**config.mk**
```make
export PLATFORM = sky130hd
export DESIGN_NAME = mfq_controller
export DESIGN_NICKNAME = d
export VERILOG_FILES = /design/src/hw/rtl/mfq_pkg.sv /design/src/hw/rtl/mfq_controller.sv
export VERILOG_INCLUDE_DIRS = /design/src /design/src/hw/rtl
export SDC_FILE = /design/constraint.sdc
export NUM_CORES = 1
export LEC_CHECK = 0
export BUFFER_PORTS_ARGS = -buffer_cell sky130_fd_sc_hd__buf_4
export CAP_MARGIN = 20
export CORE_AREA = 2 2 39 41
export DETAILED_ROUTE_END_ITERATION = 16
export DIE_AREA = 0 0 41 43
export SLEW_MARGIN = 25
export SYNTH_ARGS = -nofsm -noshare
export SYNTH_HDL_FRONTEND = slang
export SYNTH_SLANG_ARGS = --single-unit
```
**constraint.sdc**
```tcl
create_clock -name clk -period 1.91 [get_ports clk]
set_input_delay 0.191 -clock clk [delete_from_list [all_inputs] [get_ports clk]]
set_output_delay 0.191 -clock clk [all_outputs]
set_load 0.05 [all_outputs]
```
**src/hw/rtl/message_fifo_with_type_purge_defines.svh**
```systemverilog
// assertion macros shared by the message fifo modules
// MFQ_ASSERT checks that a property holds, MFQ_NEVER that a condition never occurs
`ifndef MESSAGE_FIFO_WITH_TYPE_PURGE_DEFINES_SVH
`define MESSAGE_FIFO_WITH_TYPE_PURGE_DEFINES_SVH
`ifndef SYNTHESIS
`define MFQ_ASSERT(label, clk, rst_n, prop, msg) \
    label: assert property (@(posedge clk) disable iff (!rst_n) prop) else $error(msg);
`define MFQ_NEVER(label, clk, rst_n, cond, msg) \
    label: assert property (@(posedge clk) disable iff (!rst_n) !(cond)) else $error(msg);
`else
`define MFQ_ASSERT(label, clk, rst_n, prop, msg)
`define MFQ_NEVER(label, clk, rst_n, cond, msg)
`endif
`endif

```
**src/hw/rtl/mfq_pkg.sv**
```systemverilog
`timescale 1ns / 1ps
`default_nettype none

package mfq_pkg;

    localparam int DEFAULT_QUEUE_DEPTH = 64;
    localparam int WORD_W = 32;
    localparam int CMD_W = 3;
    localparam int APB_ADDR_W = 3;
    localparam int APB_DATA_W = 32;

    // register index, taken from paddr[2]
    localparam logic REG_FLUSH_CODE = 1'b0;

    typedef enum logic [CMD_W-1:0] {
        CMD_PUT    = 3'd0,
        CMD_GET    = 3'd1,
        CMD_FLUSH  = 3'd2,
        CMD_ABORT  = 3'd3,
        CMD_START  = 3'd4,
        CMD_REMOVE = 3'd5
    } cmd_t;

    typedef enum logic [1:0] {
        ST_OK      = 2'd0,
        ST_EMPTY   = 2'd1,
        ST_ABORTED = 2'd2,
        ST_FULL    = 2'd3
    } status_t;

    typedef enum logic [1:0] {
        S_IDLE,
        S_GET_WAIT,
        S_PURGE
    } state_t;

    // controller to datapath
    typedef struct packed {
        logic    append;
        logic    append_flush;
        logic    pop_issue;
        logic    clear;
        logic    set_abort;
        logic    clr_abort;
        logic    purge_start;
        logic    purge_run;
        logic    purge_finish;
        logic    res_load;
        logic    res_pop;
        status_t res_status;
    } ctrl_cmd_t;

    // datapath to controller
    typedef struct packed {
        logic aborted;
        logic empty;
        logic full;
        logic purge_done;
    } dp_status_t;

endpackage

`default_nettype wire

```
**src/hw/rtl/mfq_controller.sv**
```systemverilog
`timescale 1ns / 1ps
`default_nettype none
`include "message_fifo_with_type_purge_defines.svh"

module mfq_controller
    import mfq_pkg::*;
(
    input  logic             clk,
    input  logic             rst_n,
    input  logic             in_valid,
    output logic             in_ready,
    input  logic [CMD_W-1:0] in_cmd,
    output logic             out_valid,
    input  logic             out_ready,
    input  dp_status_t       dp_status,
    output ctrl_cmd_t        dp_cmd
);

    state_t state_reg, state_next;
    logic   out_valid_reg, out_valid_next;
    logic   accept;

    // in idle, a word may enter once the result slot is free or draining this cycle
    assign in_ready = (state_reg == S_IDLE) && (!out_valid_reg || out_ready);
    assign accept = in_valid && in_ready;
    assign out_valid = out_valid_reg;

    always_comb
    begin
        state_next = state_reg;
        dp_cmd = '0;
        dp_cmd.res_status = ST_OK;
        case (state_reg)
            S_IDLE:
            begin
                if (accept)
                begin
                    case (in_cmd)
                        CMD_PUT:
                        begin
                            dp_cmd.res_load = 1'b1;
                            if (dp_status.aborted)
                            begin
                                dp_cmd.res_status = ST_ABORTED;
                            end
                            else if (dp_status.full)
                            begin
                                dp_cmd.res_status = ST_FULL;
                            end
                            else
                            begin
                                dp_cmd.append = 1'b1;
                            end
                        end
                        CMD_GET:
                        begin
                            if (dp_status.aborted)
                            begin
                                dp_cmd.res_load = 1'b1;
                                dp_cmd.res_status = ST_ABORTED;
                            end
                            else if (dp_status.empty)
                            begin
                                dp_cmd.res_load = 1'b1;
                                dp_cmd.res_status = ST_EMPTY;
                            end
                            else
                            begin
                                dp_cmd.pop_issue = 1'b1;
                                state_next = S_GET_WAIT;
                            end
                        end
                        CMD_FLUSH:
                        begin
                            dp_cmd.clear = 1'b1;
                            dp_cmd.res_load = 1'b1;
                        end
                        CMD_ABORT:
                        begin
                            dp_cmd.set_abort = 1'b1;
                            dp_cmd.res_load = 1'b1;
                        end
                        CMD_START:
                        begin
                            dp_cmd.clr_abort = 1'b1;
                            dp_cmd.res_load = 1'b1;
                            if (dp_status.full)
                            begin
                                dp_cmd.res_status = ST_FULL;
                            end
                            else
                            begin
                                dp_cmd.append = 1'b1;
                                dp_cmd.append_flush = 1'b1;
                            end
                        end
                        CMD_REMOVE:
                        begin
                            if (dp_status.aborted || dp_status.empty)
                            begin
                                dp_cmd.res_load = 1'b1;
                            end
                            else
                            begin
                                dp_cmd.purge_start = 1'b1;
                                state_next = S_PURGE;
                            end
                        end
                        default:
                        begin
                            dp_cmd.res_load = 1'b1;
                        end
                    endcase
                end
            end
            S_GET_WAIT:
            begin
                dp_cmd.res_load = 1'b1;
                dp_cmd.res_pop = 1'b1;
                state_next = S_IDLE;
            end
            S_PURGE:
            begin
                dp_cmd.purge_run = 1'b1;
                if (dp_status.purge_done)
                begin
                    dp_cmd.purge_finish = 1'b1;
                    dp_cmd.res_load = 1'b1;
                    state_next = S_IDLE;
                end
            end
            default:
            begin
                state_next = S_IDLE;
            end
        endcase
    end

    always_comb
    begin
        out_valid_next = out_valid_reg;
        if (out_valid_reg && out_ready)
        begin
            out_valid_next = 1'b0;
        end
        if (dp_cmd.res_load)
        begin
            out_valid_next = 1'b1;
        end
    end

    always_ff @(posedge clk or negedge rst_n)
    begin
        if (!rst_n)
        begin
            state_reg <= S_IDLE;
            out_valid_reg <= 1'b0;
        end
        else
        begin
            state_reg <= state_next;
            out_valid_reg <= out_valid_next;
        end
    end

    `MFQ_ASSERT(a_no_result_overwrite, clk, rst_n, dp_cmd.res_load |-> (!out_valid_reg || out_ready), "result overwritten")
    `MFQ_ASSERT(a_get_wait_one, clk, rst_n, (state_reg == S_GET_WAIT) |=> (state_reg == S_IDLE), "get wait too long")
    `MFQ_NEVER(a_pop_legal, clk, rst_n, dp_cmd.pop_issue && (dp_status.aborted || dp_status.empty), "pop of empty or aborted queue")

endmodule

`default_nettype wire
```
Word level (Yosys, flattened, before mapping)
Index checks and enable logic that the tools add are counted.
- output and inout port bits: 15
- register bits after elaboration: 3
- logic and storage cells: 65
- input port bits: 11
- mux-type cells: 40
- equal/unequal tests: 13
- reduce and logical (&&, ||, !) cells: 10
- operators with widths (cell ; number):
    two-way mux 2 bit ; 13
    two-way mux 1 bit ; 19
    two-way mux 7 bit ; 2
    != test 3 bit (second input constant) ; 3
    case mux 2 bit (2 select lines) ; 2
    == test 3 x 2 -> 1 bit (second input constant) ; 2
    == test 3 bit (second input constant) ; 2
    case mux 2 bit (3 select lines) ; 1
    AND reduction 6 bit ; 1
    != test 2 bit (second input constant) ; 2
    case mux 1 bit (2 select lines) ; 2
    == test 3 x 1 -> 1 bit (second input constant) ; 1
    logical AND 1 bit ; 3
    logical NOT 3 bit ; 1
    != test 3 x 1 -> 1 bit (second input constant) ; 1
    case mux 1 bit (3 select lines) ; 1
    == test 2 x 1 -> 1 bit (second input constant) ; 1
    == test 2 bit (second input constant) ; 1
    logical NOT 2 bit ; 1
    logical OR 1 bit ; 2
    nonzero test 2 bit ; 1
    logical NOT 1 bit ; 1

Logic depth before layout (Yosys ltp)
Gate-level depths: netlist (run 1).
- word-level depth: 7
- depth in mapped cells: 5

Least setup slack after synthesis (run 1)
No wires, ideal clock.
- path type: flip-flop to output port
- start point: register out_valid_reg, in the netlist out_valid
- end point: output dp_cmd[11] (netlist bit)
- path buffers: 0
- slack: -674 ps
- stages on the path, launching flop included: 4
- arrival: 2393 ps
- cell sequence: dfrtp_1 > nand2b_1 > nand3_1 > nor4bb_1
- RTL lines (what ; line ; text):
    from (decl) ; mfq_controller.sv:20 ; logic out_valid_reg, out_valid_next;
    from (signal assigned) ; mfq_controller.sv:162 ; out_valid_reg <= out_valid_next;
    to (decl) ; mfq_controller.sv:16 ; output ctrl_cmd_t dp_cmd

==> flow_summary.html, run 1 <==
<table>
<tr><th>Metric</th><th>Value</th></tr>
<tr><th colspan="2">Critical path</th></tr>
<tr><td>Worst r2r src</td><td>state_reg[0]$_DFFE_PN0P_</td></tr>
<tr><td>Required time of the critical path</td><td>roughly 1700 ps</td></tr>
<tr><td>Internal reg-to-reg setup slack</td><td>around 840 ps</td></tr>
<tr><td>Logic depth of the worst register-to-register path</td><td>4</td></tr>
<tr><td>Type of element capturing the critical path</td><td>output pin</td></tr>
<tr><td>Crit-path most repeated cell</td><td>sky130_fd_sc_hd__buf_4</td></tr>
<tr><td>CP max-delay cell</td><td>sky130_fd_sc_hd__dfrtp_1</td></tr>
<tr><td>Max incr delay on CP</td><td>approximately 400 ps</td></tr>
<tr><td>Category of the critical setup timing path</td><td>reg -&gt; out</td></tr>
<tr><td>Maximum fanout along the worst path</td><td>12</td></tr>
<tr><td>Worst endpoint data arrival time</td><td>~1600 ps</td></tr>
<tr><td>List of cells traversed by the critical path</td><td>nor2_1 &gt; nand3_1 &gt; buf_4 &gt; nor4bb_2 &gt; buf_4</td></tr>
<tr><td>R2R Path End</td><td>state_reg[0]$_DFFE_PN0P_</td></tr>
<tr><td>Startpoint type of the worst setup path</td><td>flip-flop</td></tr>
<tr><th colspan="2">CTS</th></tr>
<tr><td>Number of H-tree levels</td><td>1</td></tr>
<tr><td>Clock root cell</td><td>sky130_fd_sc_hd__clkbuf_4</td></tr>
<tr><td>Maximum clock path buffer count</td><td>2</td></tr>
<tr><td>Post-CTS Resized</td><td>0</td></tr>
<tr><td>CTS Buf Count</td><td>3</td></tr>
<tr><td>Clock tree from TritonCTS</td><td>yes</td></tr>
<tr><td>Clock input transition at the sequential cells of the worst setup and hold paths</td><td>around 40 ps</td></tr>
<tr><td>Number of sinks on the clock net</td><td>3</td></tr>
<tr><td>Clock insertion delay at the later pin of the skew report</td><td>between 200 and 250 ps</td></tr>
<tr><th colspan="2">Flow run</th></tr>
<tr><td># Max-Cap Violations</td><td>0</td></tr>
<tr><th colspan="2">Floorplan</th></tr>
<tr><td>Boundary Pins</td><td>26</td></tr>
<tr><td>Initial standard-cell utilization of the core</td><td>between 20% and 30%</td></tr>
<tr><td>Standard-cell rows</td><td>14</td></tr>
<tr><td>Die Ht</td><td>between 40 and 50 um</td></tr>
<tr><td>Overall die area</td><td>1760 sq um</td></tr>
<tr><td>Core footprint</td><td>between 1000 and 1500 sq um</td></tr>
<tr><td>Die Span X</td><td>slightly above 40 um</td></tr>
<tr><th colspan="2">Route</th></tr>
<tr><td>DRC</td><td>0</td></tr>
<tr><td>Average detailed-routed wire length per instance</td><td>around 10 um</td></tr>
<tr><td>Post-detailed-route via-to-cell ratio</td><td>4.57</td></tr>
<tr><td>First-pass detailed-route iteration total</td><td>2</td></tr>
<tr><td>Routed wire length</td><td>about 900 um</td></tr>
<tr><td>Detailed-route via count</td><td>between 300 and 400</td></tr>
<tr><td>Number of DRC markers in iteration 0</td><td>5</td></tr>
<tr><td>Post-detailed-route count of antenna-violating nets</td><td>0</td></tr>
<tr><th colspan="2">Synth</th></tr>
<tr><td>Post-synthesis sequential area ratio</td><td>about 22%</td></tr>
<tr><td>Count of state elements after synthesis</td><td>3</td></tr>
<tr><td>Average footprint of a synthesized cell</td><td>between 8 and 9 sq um</td></tr>
<tr><td>Yosys warning count</td><td>0</td></tr>
<tr><td>Net count after synthesis</td><td>51</td></tr>
<tr><td>Area of the mapped netlist</td><td>roughly 340 sq um</td></tr>
<tr><td>Mapped Cells</td><td>40</td></tr>
<tr><td>Number of distinct library cells after synthesis</td><td>21</td></tr>
<tr><th colspan="2">Pwr</th></tr>
<tr><td>Static power due to leakage</td><td>about 0.30 nW</td></tr>
<tr><td>Overall power of the completed layout</td><td>0.309 mW</td></tr>
<tr><td>Power density relative to cell area</td><td>about 500 nW/um^2</td></tr>
<tr><td>Worst-case vdd ir drop</td><td>between 0.2 and 0.25 mV</td></tr>
<tr><th colspan="2">Run status</th></tr>
<tr><td>Run status</td><td>finished clean</td></tr>
<tr><th colspan="2">Timing</th></tr>
<tr><td>Hold violation total from the final report</td><td>0</td></tr>
<tr><td>Final min period</td><td>1790 ps</td></tr>
<tr><td>Fin. max-slew vios</td><td>0</td></tr>
<tr><td>Final Cycle Share</td><td>93.7%</td></tr>
<tr><td>Unrepaired setup endpoints after global routing</td><td>false</td></tr>
<tr><td>Setup violations, final</td><td>0</td></tr>
<tr><td>Worst setup skew after layout</td><td>between 1 and 1.5 ps</td></tr>
<tr><td>Worst-case headroom to the max-slew limit</td><td>between 70% and 80%</td></tr>
<tr><td>Max frequency</td><td>0.559 GHz</td></tr>
<tr><td>Worst-Margin Slew</td><td>between 300 and 400 ps</td></tr>
<tr><td>Total Negative Setup Slacks</td><td>0 ps</td></tr>
<tr><th colspan="2">Final layout</th></tr>
<tr><td>Number of nets in the layout</td><td>80</td></tr>
<tr><td>Number of flip-flops under the largest register name</td><td>2</td></tr>
<tr><td>Leading cell type in the layout, fill and taps excluded</td><td>sky130_fd_sc_hd__buf_4</td></tr>
<tr><td>Leading cell types in the layout, fill and taps excluded</td><td>26 x sky130_fd_sc_hd__buf_4, 4 x sky130_fd_sc_hd__inv_1, 4 x sky130_fd_sc_hd__nor2_1, 4 x sky130_fd_sc_hd__nand2_1</td></tr>
<tr><td>Share of final-layout standard cells stronger than drive strength 1</td><td>60.3%</td></tr>
<tr><td>Fin util</td><td>between 40% and 50%</td></tr>
<tr><td>Diodes inserted</td><td>0</td></tr>
<tr><td>Multi-input combinational cell area</td><td>between 200 and 300 sq um</td></tr>
<tr><td>Fillers</td><td>approximately 150</td></tr>
<tr><td>Sequential Area</td><td>75.1 sq um</td></tr>
<tr><td>Area growth from synthesis to final layout</td><td>84.6%</td></tr>
<tr><th colspan="2">Placement</th></tr>
<tr><td>Detailed placer's ending HPWL</td><td>about 730 um</td></tr>
<tr><td>Count of buffers inserted at the top-level ports</td><td>25</td></tr>
<tr><td>Final estimated routing congestion in global placement</td><td>between 0.6 and 0.7</td></tr>
<tr><th colspan="2">Global routing</th></tr>
<tr><td>Global-route wire length before repair</td><td>between 1000 and 1500 um</td></tr>
<tr><td>Leftover overflow at the end of global routing</td><td>0</td></tr>
<tr><td>GRT Resource Usage Total</td><td>11.5%</td></tr>
<tr><td>Maximum number of pins on one net before global-route repair</td><td>13</td></tr>
<tr><td>Antenna violations before repair</td><td>0</td></tr>
<tr><td>Number of global-route vias before repair</td><td>roughly 350</td></tr>
<tr><th colspan="2">Worst hold path</th></tr>
<tr><td>Hold worst-path end</td><td>state_reg[0]$_DFFE_PN0P_</td></tr>
<tr><td>Worst hold start</td><td>in_cmd[2]</td></tr>
<tr><td>Worst hold path stage count</td><td>2</td></tr>
<tr><td>Type of the worst min-delay path</td><td>in -&gt; reg</td></tr>
</table>
[worst max-delay path, delay by kind of cell (launching register included)]
| kind | cells | cell delay, ps |
|---|---|---|
| and+or+nand+nor | 3 | 520 |
| buffers and inverters | 2 | 450 |
| DFF | 1 | 390 |
[where the power goes]
part | leakage, nW | switching, mW | internal [mW] | total (mW)
sequential | 0.0387 | 0.00141 | 0.0664 | 0.0678
clock | 0.0150 | 0.0354 | 0.0785 | 0.114
combinational | 0.249 | 0.0796 | 0.0476 | 0.127
[kinds of logic after synthesis]
kind of cell           share of synthesized area [%]
DFF                                             22.1
buffers and inverters                           11.0
AOI/OAI and AO/OA                               10.7
and+or+nand+nor                                 56.2
[Yosys cell counts]
| cell type | n | area [sq um] |
|---|---|---|
| sky130_fd_sc_hd__a31oi_1 | 1 | 6.26 |
| sky130_fd_sc_hd__nand2_1 | 4 | 15.0 |
| sky130_fd_sc_hd__nor3b_2 | 2 | 25.0 |
| sky130_fd_sc_hd__nand3_1 | 1 | 5.00 |
| sky130_fd_sc_hd__and2_1 | 1 | 6.26 |
| sky130_fd_sc_hd__nor3_1 | 2 | 10.0 |
| sky130_fd_sc_hd__a211oi_1 | 1 | 7.51 |
| sky130_fd_sc_hd__nor2b_1 | 1 | 6.26 |
| sky130_fd_sc_hd__nor2_1 | 4 | 15.0 |
| sky130_fd_sc_hd__buf_4 | 3 | 22.5 |
| sky130_fd_sc_hd__nor4b_2 | 1 | 15.0 |
| sky130_fd_sc_hd__o2bb2ai_2 | 1 | 15.0 |
| sky130_fd_sc_hd__inv_1 | 4 | 15.0 |
| sky130_fd_sc_hd__nor4bb_1 | 3 | 30.0 |
| sky130_fd_sc_hd__nand4_1 | 1 | 6.26 |
| sky130_fd_sc_hd__o211ai_1 | 1 | 7.51 |
| sky130_fd_sc_hd__or3b_1 | 1 | 8.76 |
| sky130_fd_sc_hd__dfrtp_1 | 3 | 75.1 |
| sky130_fd_sc_hd__nor4b_4 | 1 | 23.8 |
| sky130_fd_sc_hd__nand2_2 | 1 | 6.26 |
| sky130_fd_sc_hd__nand2b_1 | 3 | 18.8 |
[worst max path at each step]
stage	cells past startpoint	end	slack, ps	startpoint
CTS	5	dp_cmd[11]	80	state_reg[0]$_DFFE_PN0P_
finish	5	dp_cmd[11]	120	state_reg[0]$_DFFE_PN0P_
detailed placement	5	dp_cmd[11]	340	state_reg[0]$_DFFE_PN0P_
global route	5	dp_cmd[12]	10	state_reg[0]$_DFFE_PN0P_
floorplan	3	dp_cmd[11]	-180	out_valid$_DFFE_PN0P_
global placement	5	dp_cmd[11]	420	state_reg[0]$_DFFE_PN0P_
[through the flow]
step / hold slack [ps] / setup WS, ps / cells / area, sq um
4_1_cts: 218 / 78.2 / 84 / 628
6_report: 222 / 120 / 84 / 628
2_1_floorplan: -105 / -175 / 40 / 399
3_5_place_dp: -18.2 / 342 / 79 / 592
5_1_grt: 227 / 11.3 / 84 / 628
3_3_place_gp: -17.5 / 420 / 79 / 592
[metal layers]
| metal | part of all wire, % | up-vias | global-route usage, % | routed length, um |
|---|---|---|---|---|
| met4 | 0 | 0 | 4.00 | 0 |
| met1 | 38 | 173 | 14.4 | 334 |
| met5 | 0 | - | 0 | 0 |
| met3 | 11 | 0 | 5.24 | 95 |
| li1 | - | 194 | - | - |
| met2 | 51 | 17 | 16.9 | 449 |
[repair_timing]
item	in CTS	in global routing
setup endpoints to repair	0	0
setup buffers	0	0
hold buffers	1	0
hold endpoints to repair	3	0
[layout make-up]
class                   count  area share [%]
clock buffers               4            4.18
inverters                   4            2.39
multi-input cells          30            45.6
flip-flops and latches      3            12.0
well taps                  16            3.19
repair buffers             27            32.7
Power figures use the tool's default switching activity.
==> inputs of run 2 (changes only) <==
--- a/config.mk
+++ b/config.mk
@@ -11,6 +11,8 @@
 export CORE_AREA = 2 2 39 41
 export DETAILED_ROUTE_END_ITERATION = 16
 export DIE_AREA = 0 0 41 43
+export PLACE_DENSITY_LB_ADDON = 0.25
+export SETUP_SLACK_MARGIN = 0.2
 export SLEW_MARGIN = 25
 export SYNTH_ARGS = -nofsm -noshare
 export SYNTH_HDL_FRONTEND = slang
==> run 2 against run 1 <==
  * Utilization up 8.0 points
  * Total power up 7.3%
  * Worst hold slack better by 3.2 ps
  * Critical path type unchanged
  * Design area up 18%
  * Non-clock buffer count up 4
==> flow_summary.html, run 2 (synthesis gave the netlist of run 1 again) <==
<table>
<tr><th>Metric</th><th>Value</th></tr>
<tr><th colspan="2">Run status</th></tr>
<tr><td>Run status</td><td>finished clean</td></tr>
<tr><th colspan="2">Floorplan</th></tr>
<tr><td>Standard-cell rows</td><td>14 (unchanged)</td></tr>
<tr><td>Boundary Pins</td><td>26 (unchanged)</td></tr>
<tr><td>Die Ht</td><td>43 um (unchanged)</td></tr>
<tr><td>Overall die area</td><td>1760 sq um (unchanged)</td></tr>
<tr><td>Die Span X</td><td>41 um (unchanged)</td></tr>
<tr><td>Initial standard-cell utilization of the core</td><td>24.6% (unchanged)</td></tr>
<tr><td>Core footprint</td><td>1380 sq um (unchanged)</td></tr>
<tr><th colspan="2">Final layout</th></tr>
<tr><td>Fillers</td><td>135 (-11%)</td></tr>
<tr><td>Area growth from synthesis to final layout</td><td>117%</td></tr>
<tr><td>Number of nets in the layout</td><td>84 (+5.0%)</td></tr>
<tr><td>Share of final-layout standard cells stronger than drive strength 1</td><td>70.8% (+11 points)</td></tr>
<tr><td>Number of flip-flops under the largest register name</td><td>2 (unchanged)</td></tr>
<tr><td>Leading cell type in the layout, fill and taps excluded</td><td>sky130_fd_sc_hd__buf_4</td></tr>
<tr><td>Leading cell types in the layout, fill and taps excluded</td><td>26 x sky130_fd_sc_hd__buf_4, 4 x sky130_fd_sc_hd__inv_1, 4 x sky130_fd_sc_hd__nand2_1</td></tr>
<tr><td>Diodes inserted</td><td>0 (unchanged)</td></tr>
<tr><th colspan="2">Timing</th></tr>
<tr><td>Unrepaired setup endpoints after global routing</td><td>true</td></tr>
<tr><td>Hold violation total from the final report</td><td>0 (unchanged)</td></tr>
<tr><td>Worst-Margin Slew</td><td>343 ps (+8.56 ps)</td></tr>
<tr><td>Worst setup skew after layout</td><td>0.339 ps (-0.831 ps)</td></tr>
<tr><td>Final setup slack of the worst path</td><td>212 ps (+91.8 ps)</td></tr>
<tr><td>Setup violations, final</td><td>0 (unchanged)</td></tr>
<tr><td>Max frequency</td><td>0.589 GHz (+5.4%)</td></tr>
<tr><td>Total Negative Setup Slacks</td><td>0 ps (unchanged)</td></tr>
<tr><td>Fin. max-slew vios</td><td>0 (unchanged)</td></tr>
<tr><td>Final Cycle Share</td><td>88.9% (-4.8 points)</td></tr>
<tr><td>Final min period</td><td>1700 ps (-91.8 ps)</td></tr>
<tr><td>Worst-case headroom to the max-slew limit</td><td>77.1% (-0.57 points)</td></tr>
<tr><th colspan="2">CTS</th></tr>
<tr><td>Maximum clock path buffer count</td><td>2 (unchanged)</td></tr>
<tr><td>CTS Buf Count</td><td>3 (unchanged)</td></tr>
<tr><td>Clock tree from TritonCTS</td><td>yes</td></tr>
<tr><td>Clock insertion delay at the later pin of the skew report</td><td>230 ps (about the same)</td></tr>
<tr><td>Number of sinks on the clock net</td><td>3 (unchanged)</td></tr>
<tr><td>Number of H-tree levels</td><td>1 (unchanged)</td></tr>
<tr><td>Clock root cell</td><td>sky130_fd_sc_hd__clkbuf_4</td></tr>
<tr><td>Clock input transition at the sequential cells of the worst setup and hold paths</td><td>30 ps (about the same)</td></tr>
<tr><th colspan="2">Placement</th></tr>
<tr><td>Post-Place Setup Slack</td><td>225 ps (-117 ps)</td></tr>
<tr><td>Count of buffers inserted at the top-level ports</td><td>25 (unchanged)</td></tr>
<tr><td>Detailed placer's ending HPWL</td><td>770 um (+5.4%)</td></tr>
<tr><td>Final estimated routing congestion in global placement</td><td>0.642 (-0.36%)</td></tr>
<tr><th colspan="2">Pwr</th></tr>
<tr><td>Static power due to leakage</td><td>0.363 nW (+20%)</td></tr>
<tr><td>Power density relative to cell area</td><td>448 nW/um^2 (-8.8%)</td></tr>
<tr><td>Overall power of the completed layout</td><td>0.331 mW (+7.3%)</td></tr>
<tr><td>Worst-case vdd ir drop</td><td>0.249 mV (+4.8%)</td></tr>
<tr><th colspan="2">Flow run</th></tr>
<tr><td># Max-Cap Violations</td><td>0 (unchanged)</td></tr>
<tr><th colspan="2">Route</th></tr>
<tr><td>Post-detailed-route count of antenna-violating nets</td><td>0 (unchanged)</td></tr>
<tr><td>Number of DRC markers in iteration 0</td><td>0 (-5)</td></tr>
<tr><td>DRC</td><td>0 (unchanged)</td></tr>
<tr><td>First-pass detailed-route iteration total</td><td>1 (-1)</td></tr>
<tr><td>Detailed-route via count</td><td>401 (+4.4%)</td></tr>
<tr><td>Routed wire length</td><td>995 um (+13%)</td></tr>
<tr><td>Post-detailed-route via-to-cell ratio</td><td>4.56 (-0.32%)</td></tr>
<tr><td>Average detailed-routed wire length per instance</td><td>11.3 um (+8.1%)</td></tr>
<tr><th colspan="2">Critical path</th></tr>
<tr><td>Maximum fanout along the worst path</td><td>6 (-6)</td></tr>
<tr><td>Required time of the critical path</td><td>1720 ps (about the same)</td></tr>
<tr><td>Type of element capturing the critical path</td><td>output pin</td></tr>
<tr><td>Logic depth of the worst register-to-register path</td><td>4 (unchanged)</td></tr>
<tr><td>Internal reg-to-reg setup slack</td><td>850 ps (about the same)</td></tr>
<tr><td>R2R Path End</td><td>state_reg[0]$_DFFE_PN0P_</td></tr>
<tr><td>Worst r2r src</td><td>state_reg[0]$_DFFE_PN0P_</td></tr>
<tr><td>Worst endpoint data arrival time</td><td>1510 ps (-90 ps)</td></tr>
<tr><td>Category of the critical setup timing path</td><td>reg -&gt; out</td></tr>
<tr><td>Startpoint type of the worst setup path</td><td>flip-flop</td></tr>
<tr><th colspan="2">Worst hold path</th></tr>
<tr><td>Worst hold start</td><td>dp_status[0]</td></tr>
<tr><td>Type of the worst min-delay path</td><td>in -&gt; reg</td></tr>
<tr><td>Worst hold path stage count</td><td>3 (+1)</td></tr>
<tr><td>Hold worst-path end</td><td>state_reg[1]$_DFFE_PN0P_</td></tr>
<tr><th colspan="2">Global routing</th></tr>
<tr><td>GRT Resource Usage Total</td><td>12.7% (+1.2 points)</td></tr>
<tr><td>Number of global-route vias before repair</td><td>380 (+8.3%)</td></tr>
<tr><td>Global-route wire length before repair</td><td>1530 um (+10%)</td></tr>
<tr><td>Leftover overflow at the end of global routing</td><td>0 (unchanged)</td></tr>
<tr><td>Maximum number of pins on one net before global-route repair</td><td>10 (-3)</td></tr>
<tr><td>Antenna violations before repair</td><td>0 (unchanged)</td></tr>
</table>
## run 2: cell types whose count changed in the layout (fill, tap and decap cells not counted), sizes merged
cell  previous run  this run
buf             26        30
## run 2: how the worst max path moves through the flow
stage	startpoint	end	slack, ps	cells after the start
after global routing	state_reg[0]$_DFFE_PN0P_	dp_cmd[11]	160	5
final	state_reg[0]$_DFFE_PN0P_	dp_cmd[11]	210	5
after detailed placement	state_reg[0]$_DFFE_PN0P_	dp_cmd[9]	220	4
after floorplan	out_valid$_DFFE_PN0P_	dp_cmd[9]	140	4
after global placement	state_reg[0]$_DFFE_PN0P_	dp_cmd[9]	280	4
after CTS	state_reg[1]$_DFFE_PN0P_	dp_cmd[11]	190	5
## run 2: area by class of cell
class | count | area (sq um) | share of cell area (%)
Tap cell | 16 | 20.0 | 2.71
Multi-Input combinational cell | 30 | 343 | 46.4
Timing Repair Buffer | 31 | 259 | 35.0
Sequential cell | 3 | 76.3 | 10.3
Clock buffer | 4 | 26.3 | 3.55
Inverter | 4 | 15.0 | 2.03
## run 2: timing repair
| item | CTS | global route |
|---|---|---|
| pin swaps | 3 | 2 |
| setup endpoints to repair | 10 | 6 |
| hold buffers | 1 | 0 |
| gates resized for setup | 4 | 1 |
| buffers inserted | 5 | 0 |
| endpoints found under the hold margin | 3 | 0 |
## run 2: critical path, cell delays in order, from the launching register on
cell                       delay (ps)
sky130_fd_sc_hd__dfrtp_1          410
sky130_fd_sc_hd__nor2_4           150
sky130_fd_sc_hd__nand3_4           90
sky130_fd_sc_hd__buf_12           150
sky130_fd_sc_hd__nor4bb_4         270
sky130_fd_sc_hd__buf_6            190
## run 2: power breakdown
group	internal, mW	switching, mW
Combinational	0.0625	0.0888
Sequential	0.0668	0.00299
Clock	0.0782	0.0320
Total	0.208	0.124
## run 2: per-layer routing
metal	up-vias	track usage, %	routed length, um
met2	17	20.3	540
li1	201	-	-
met4	0	6.00	0
met3	0	3.14	83
met5	-	0	0
met1	183	14.9	372
## run 2: stage by stage
| stage | cells | hold slack [ps] | util (%) | instance area [sq um] |
|---|---|---|---|---|
| floorplan | 40 | -105 | - | 462 |
| global placement | 78 | -16.1 | 45.8 | 634 |
| detailed placement | 78 | -15.9 | 45.8 | 634 |
| CTS | 88 | 225 | 53.1 | 734 |
| global route | 88 | 236 | 53.4 | 739 |
| finish | 88 | 225 | 53.4 | 739 |
==> inputs of run 3 (changes only) <==
--- a/config.mk
+++ b/config.mk
@@ -11,8 +11,11 @@
 export CORE_AREA = 2 2 39 41
 export DETAILED_ROUTE_END_ITERATION = 16
 export DIE_AREA = 0 0 41 43
+export GPL_TIMING_DRIVEN = 0
 export PLACE_DENSITY_LB_ADDON = 0.25
+export RECOVER_POWER = 100
 export SETUP_SLACK_MARGIN = 0.2
+export SKIP_LAST_GASP = 1
 export SLEW_MARGIN = 25
 export SYNTH_ARGS = -nofsm -noshare
 export SYNTH_HDL_FRONTEND = slang
==> run 3 against run 2 <==
  * Worst setup slack lost 72 ps
  * Via count grew 4.2%
  * Routed wire length increased by 3.4%
  * Clock power barely moved
  * Sequential share of layout area down 0.074 points
  * First-iteration DRC count increased by 3
  * Clock skew grew 10 ps
  * Critical path depth did not move
  * Register-to-register slack worse by 100 ps
  * Sequential power hardly changed
==> flow_summary.html, run 3 (synthesis gave the netlist of run 1 again) <==
<table>
<tr><th>Metric</th><th>Value</th></tr>
<tr><th colspan="2">Floorplan</th></tr>
<tr><td>Die Ht</td><td>43 um (unchanged)</td></tr>
<tr><td>Core footprint</td><td>1380 sq um (unchanged)</td></tr>
<tr><td>Standard-cell rows</td><td>14 (unchanged)</td></tr>
<tr><td>Initial standard-cell utilization of the core</td><td>24.6% (unchanged)</td></tr>
<tr><td>Die Span X</td><td>41 um (unchanged)</td></tr>
<tr><td>Boundary Pins</td><td>26 (unchanged)</td></tr>
<tr><td>Overall die area</td><td>1760 sq um (unchanged)</td></tr>
<tr><th colspan="2">CTS</th></tr>
<tr><td>CTS Buf Count</td><td>3 (unchanged)</td></tr>
<tr><td>Maximum clock path buffer count</td><td>2 (unchanged)</td></tr>
<tr><td>Number of H-tree levels</td><td>1 (unchanged)</td></tr>
<tr><td>Clock root cell</td><td>sky130_fd_sc_hd__clkbuf_4</td></tr>
<tr><td>Clock insertion delay at the later pin of the skew report</td><td>240 ps (about the same)</td></tr>
<tr><td>Number of sinks on the clock net</td><td>3 (unchanged)</td></tr>
<tr><td>Clock tree from TritonCTS</td><td>yes</td></tr>
<tr><td>Clock input transition at the sequential cells of the worst setup and hold paths</td><td>30 ps (about the same)</td></tr>
<tr><th colspan="2">Timing</th></tr>
<tr><td>Hold violation total from the final report</td><td>0 (unchanged)</td></tr>
<tr><td>Final setup slack of the worst path</td><td>140 ps (-71.9 ps)</td></tr>
<tr><td>Final Cycle Share</td><td>92.7% (+3.8 points)</td></tr>
<tr><td>Worst-Margin Slew</td><td>612 ps (+269 ps)</td></tr>
<tr><td>Unrepaired setup endpoints after global routing</td><td>true</td></tr>
<tr><td>Total Negative Setup Slacks</td><td>0 ps (unchanged)</td></tr>
<tr><td>Setup violations, final</td><td>0 (unchanged)</td></tr>
<tr><td>Worst-case headroom to the max-slew limit</td><td>59.4% (-18 points)</td></tr>
<tr><td>Fin. max-slew vios</td><td>0 (unchanged)</td></tr>
<tr><td>Final min period</td><td>1770 ps (+71.9 ps)</td></tr>
<tr><td>Worst setup skew after layout</td><td>10.4 ps (+10.0 ps)</td></tr>
<tr><td>Max frequency</td><td>0.565 GHz (-4.1%)</td></tr>
<tr><th colspan="2">Critical path</th></tr>
<tr><td>List of cells traversed by the critical path</td><td>nor2_4 &gt; nand3_4 &gt; buf_12 &gt; nor4bb_4 &gt; clkbuf_2</td></tr>
<tr><td>Category of the critical setup timing path</td><td>reg -&gt; out</td></tr>
<tr><td>Internal reg-to-reg setup slack</td><td>750 ps (-100 ps)</td></tr>
<tr><td>Max incr delay on CP</td><td>420 ps (about the same)</td></tr>
<tr><td>Required time of the critical path</td><td>1720 ps (about the same)</td></tr>
<tr><td>R2R Path End</td><td>state_reg[0]$_DFFE_PN0P_</td></tr>
<tr><td>Buffering stage count on the worst path with inverters included</td><td>2 (unchanged)</td></tr>
<tr><td>Maximum fanout along the worst path</td><td>3 (-3)</td></tr>
<tr><td>Worst endpoint data arrival time</td><td>1580 ps (+70 ps)</td></tr>
<tr><td>CP max-delay cell</td><td>sky130_fd_sc_hd__dfrtp_2</td></tr>
<tr><td>Logic depth of the worst register-to-register path</td><td>4 (unchanged)</td></tr>
<tr><td>Family with the most delay on the worst path</td><td>simple AND/OR/NAND/NOR gates</td></tr>
<tr><td>Startpoint type of the worst setup path</td><td>flip-flop</td></tr>
<tr><td>Worst r2r src</td><td>state_reg[1]$_DFFE_PN0P_</td></tr>
<tr><td>Type of element capturing the critical path</td><td>output pin</td></tr>
<tr><th colspan="2">Worst hold path</th></tr>
<tr><td>Worst hold start</td><td>dp_status[0]</td></tr>
<tr><td>Worst hold path stage count</td><td>3 (unchanged)</td></tr>
<tr><td>Type of the worst min-delay path</td><td>in -&gt; reg</td></tr>
<tr><td>Hold worst-path end</td><td>state_reg[1]$_DFFE_PN0P_</td></tr>
<tr><th colspan="2">Route</th></tr>
<tr><td>DRC</td><td>0 (unchanged)</td></tr>
<tr><td>Number of DRC markers in iteration 0</td><td>3 (+3)</td></tr>
<tr><td>Post-detailed-route count of antenna-violating nets</td><td>0 (unchanged)</td></tr>
<tr><td>Detailed-route via count</td><td>418 (+4.2%)</td></tr>
<tr><td>Routed wire length</td><td>1030 um (+3.4%)</td></tr>
<tr><td>Post-detailed-route via-to-cell ratio</td><td>4.70 (+3.1%)</td></tr>
<tr><td>First-pass detailed-route iteration total</td><td>4 (+3)</td></tr>
<tr><td>Average detailed-routed wire length per instance</td><td>11.6 um (+2.3%)</td></tr>
<tr><th colspan="2">Placement</th></tr>
<tr><td># placed instances</td><td>80 (+2.6%)</td></tr>
<tr><td>Count of buffers inserted at the top-level ports</td><td>24 (-4.0%)</td></tr>
<tr><td>Area after detailed placement</td><td>662 sq um (+4.3%)</td></tr>
<tr><td>Post-Place Setup Slack</td><td>282 ps (+57.4 ps)</td></tr>
<tr><td>Final estimated routing congestion in global placement</td><td>0.694 (+8.1%)</td></tr>
<tr><td>Detailed placer's ending HPWL</td><td>745 um (-3.2%)</td></tr>
<tr><th colspan="2">Final layout</th></tr>
<tr><td>Number of flip-flops under the largest register name</td><td>2 (unchanged)</td></tr>
<tr><td>Count of placed standard cells in the final layout, fillers left out</td><td>89 (+1.1%)</td></tr>
<tr><td>Number of nets in the layout</td><td>85 (+1.2%)</td></tr>
<tr><td>Diodes inserted</td><td>0 (unchanged)</td></tr>
<tr><td>Share of final-layout standard cells stronger than drive strength 1</td><td>64.4% (-6.4 points)</td></tr>
<tr><td>Leading cell types in the layout, fill and taps excluded</td><td>11 x sky130_fd_sc_hd__buf_4, 6 x sky130_fd_sc_hd__clkbuf_1, 6 x sky130_fd_sc_hd__clkbuf_2</td></tr>
<tr><td>Area growth from synthesis to final layout</td><td>122%</td></tr>
<tr><td>Final cell area excluding filler cells</td><td>757 sq um (+2.4%)</td></tr>
<tr><td>Leading cell type in the layout, fill and taps excluded</td><td>sky130_fd_sc_hd__buf_4</td></tr>
<tr><th colspan="2">Global routing</th></tr>
<tr><td>Leftover overflow at the end of global routing</td><td>0 (unchanged)</td></tr>
<tr><td>Antenna violations before repair</td><td>0 (unchanged)</td></tr>
<tr><td>Maximum number of pins on one net before global-route repair</td><td>10 (unchanged)</td></tr>
<tr><td>GRT Resource Usage Total</td><td>13.2% (+0.52 points)</td></tr>
<tr><td>Number of global-route vias before repair</td><td>382 (+0.53%)</td></tr>
<tr><td>Global-route wire length before repair</td><td>1590 um (+4.0%)</td></tr>
<tr><th colspan="2">Pwr</th></tr>
<tr><td>Static power due to leakage</td><td>0.368 nW (+1.4%)</td></tr>
<tr><td>Worst-case vdd ir drop</td><td>0.209 mV (-16%)</td></tr>
<tr><td>Power density relative to cell area</td><td>467 nW/um^2 (+4.1%)</td></tr>
<tr><td>Overall power of the completed layout</td><td>0.353 mW (+6.6%)</td></tr>
<tr><th colspan="2">Run status</th></tr>
<tr><td>Run status</td><td>finished clean</td></tr>
<tr><th colspan="2">Flow run</th></tr>
<tr><td># Max-Cap Violations</td><td>0 (unchanged)</td></tr>
</table>
run 3: changes by cell type in the layout (fill, tap and decap cells not counted), sizes merged:
cell    change
buf        -13
bufbuf      +1
clkbuf     +13
run 3: tightest hold or removal path, cell delays in order:
cell and delay [ps]:
sky130_fd_sc_hd__buf_4 80, sky130_fd_sc_hd__inv_1 40, sky130_fd_sc_hd__o2bb2ai_2 100
run 3: where the power goes:
group,total [mW],internal (mW),switching (mW),leakage (nW)
Combinational,0.171,0.0782,0.0924,0.317
Clock,0.113,0.0784,0.0348,0.0150
Sequential,0.0695,0.0668,0.00273,0.0363
run 3: what timing repair did:
item	in CTS	in global routing
setup buffers	2	1
endpoints found under the hold margin	3	0
gates resized for setup	6	5
hold buffers	1	0
setup endpoints to repair	7	10
pin swaps	3	0
gates cloned	1	0
run 3: cell type report:
class                           instances  area [sq um]
Timing Repair Buffer                   29           243
Sequential cell                         3          77.6
Fill cell                             141           627
Multi-Input combinational cell         30           340
Clock buffer                            4          26.3
Tap cell                               16          20.0
Inverter                                4          15.0
Buffer                                  3          35.0
run 3: worst max-delay path by stage:
stage / start / endpoint / slack (ps) / cells after the start
3_5_place_dp: state_reg[0]$_DFFE_PN0P_ / dp_cmd[3] / 280 / 6
4_1_cts: state_reg[1]$_DFFE_PN0P_ / dp_cmd[8] / 160 / 5
2_1_floorplan: out_valid$_DFFE_PN0P_ / dp_cmd[9] / 140 / 4
3_3_place_gp: state_reg[0]$_DFFE_PN0P_ / dp_cmd[9] / 290 / 5
6_report: state_reg[1]$_DFFE_PN0P_ / dp_cmd[11] / 140 / 5
5_1_grt: state_reg[1]$_DFFE_PN0P_ / dp_cmd[11] / 90 / 5
run 3: layer usage:
layer / vias up / track usage (%) / share of wire, %
met5: - / 0 / 0
met4: 0 / 6.00 / 0
met3: 0 / 1.57 / 8.2
met2: 17 / 20.6 / 51
met1: 194 / 17.3 / 41
li1: 207 / - / -
run 3: per-stage QoR:
| step | utilization (%) | hold WS, ps |
|---|---|---|
| 2_1_floorplan | - | -105 |
| 6_report | 54.7 | 228 |
| 5_1_grt | 54.7 | 237 |
| 3_5_place_dp | 47.8 | -14.7 |
| 3_3_place_gp | 47.8 | -16.9 |
| 4_1_cts | 56.3 | 227 |
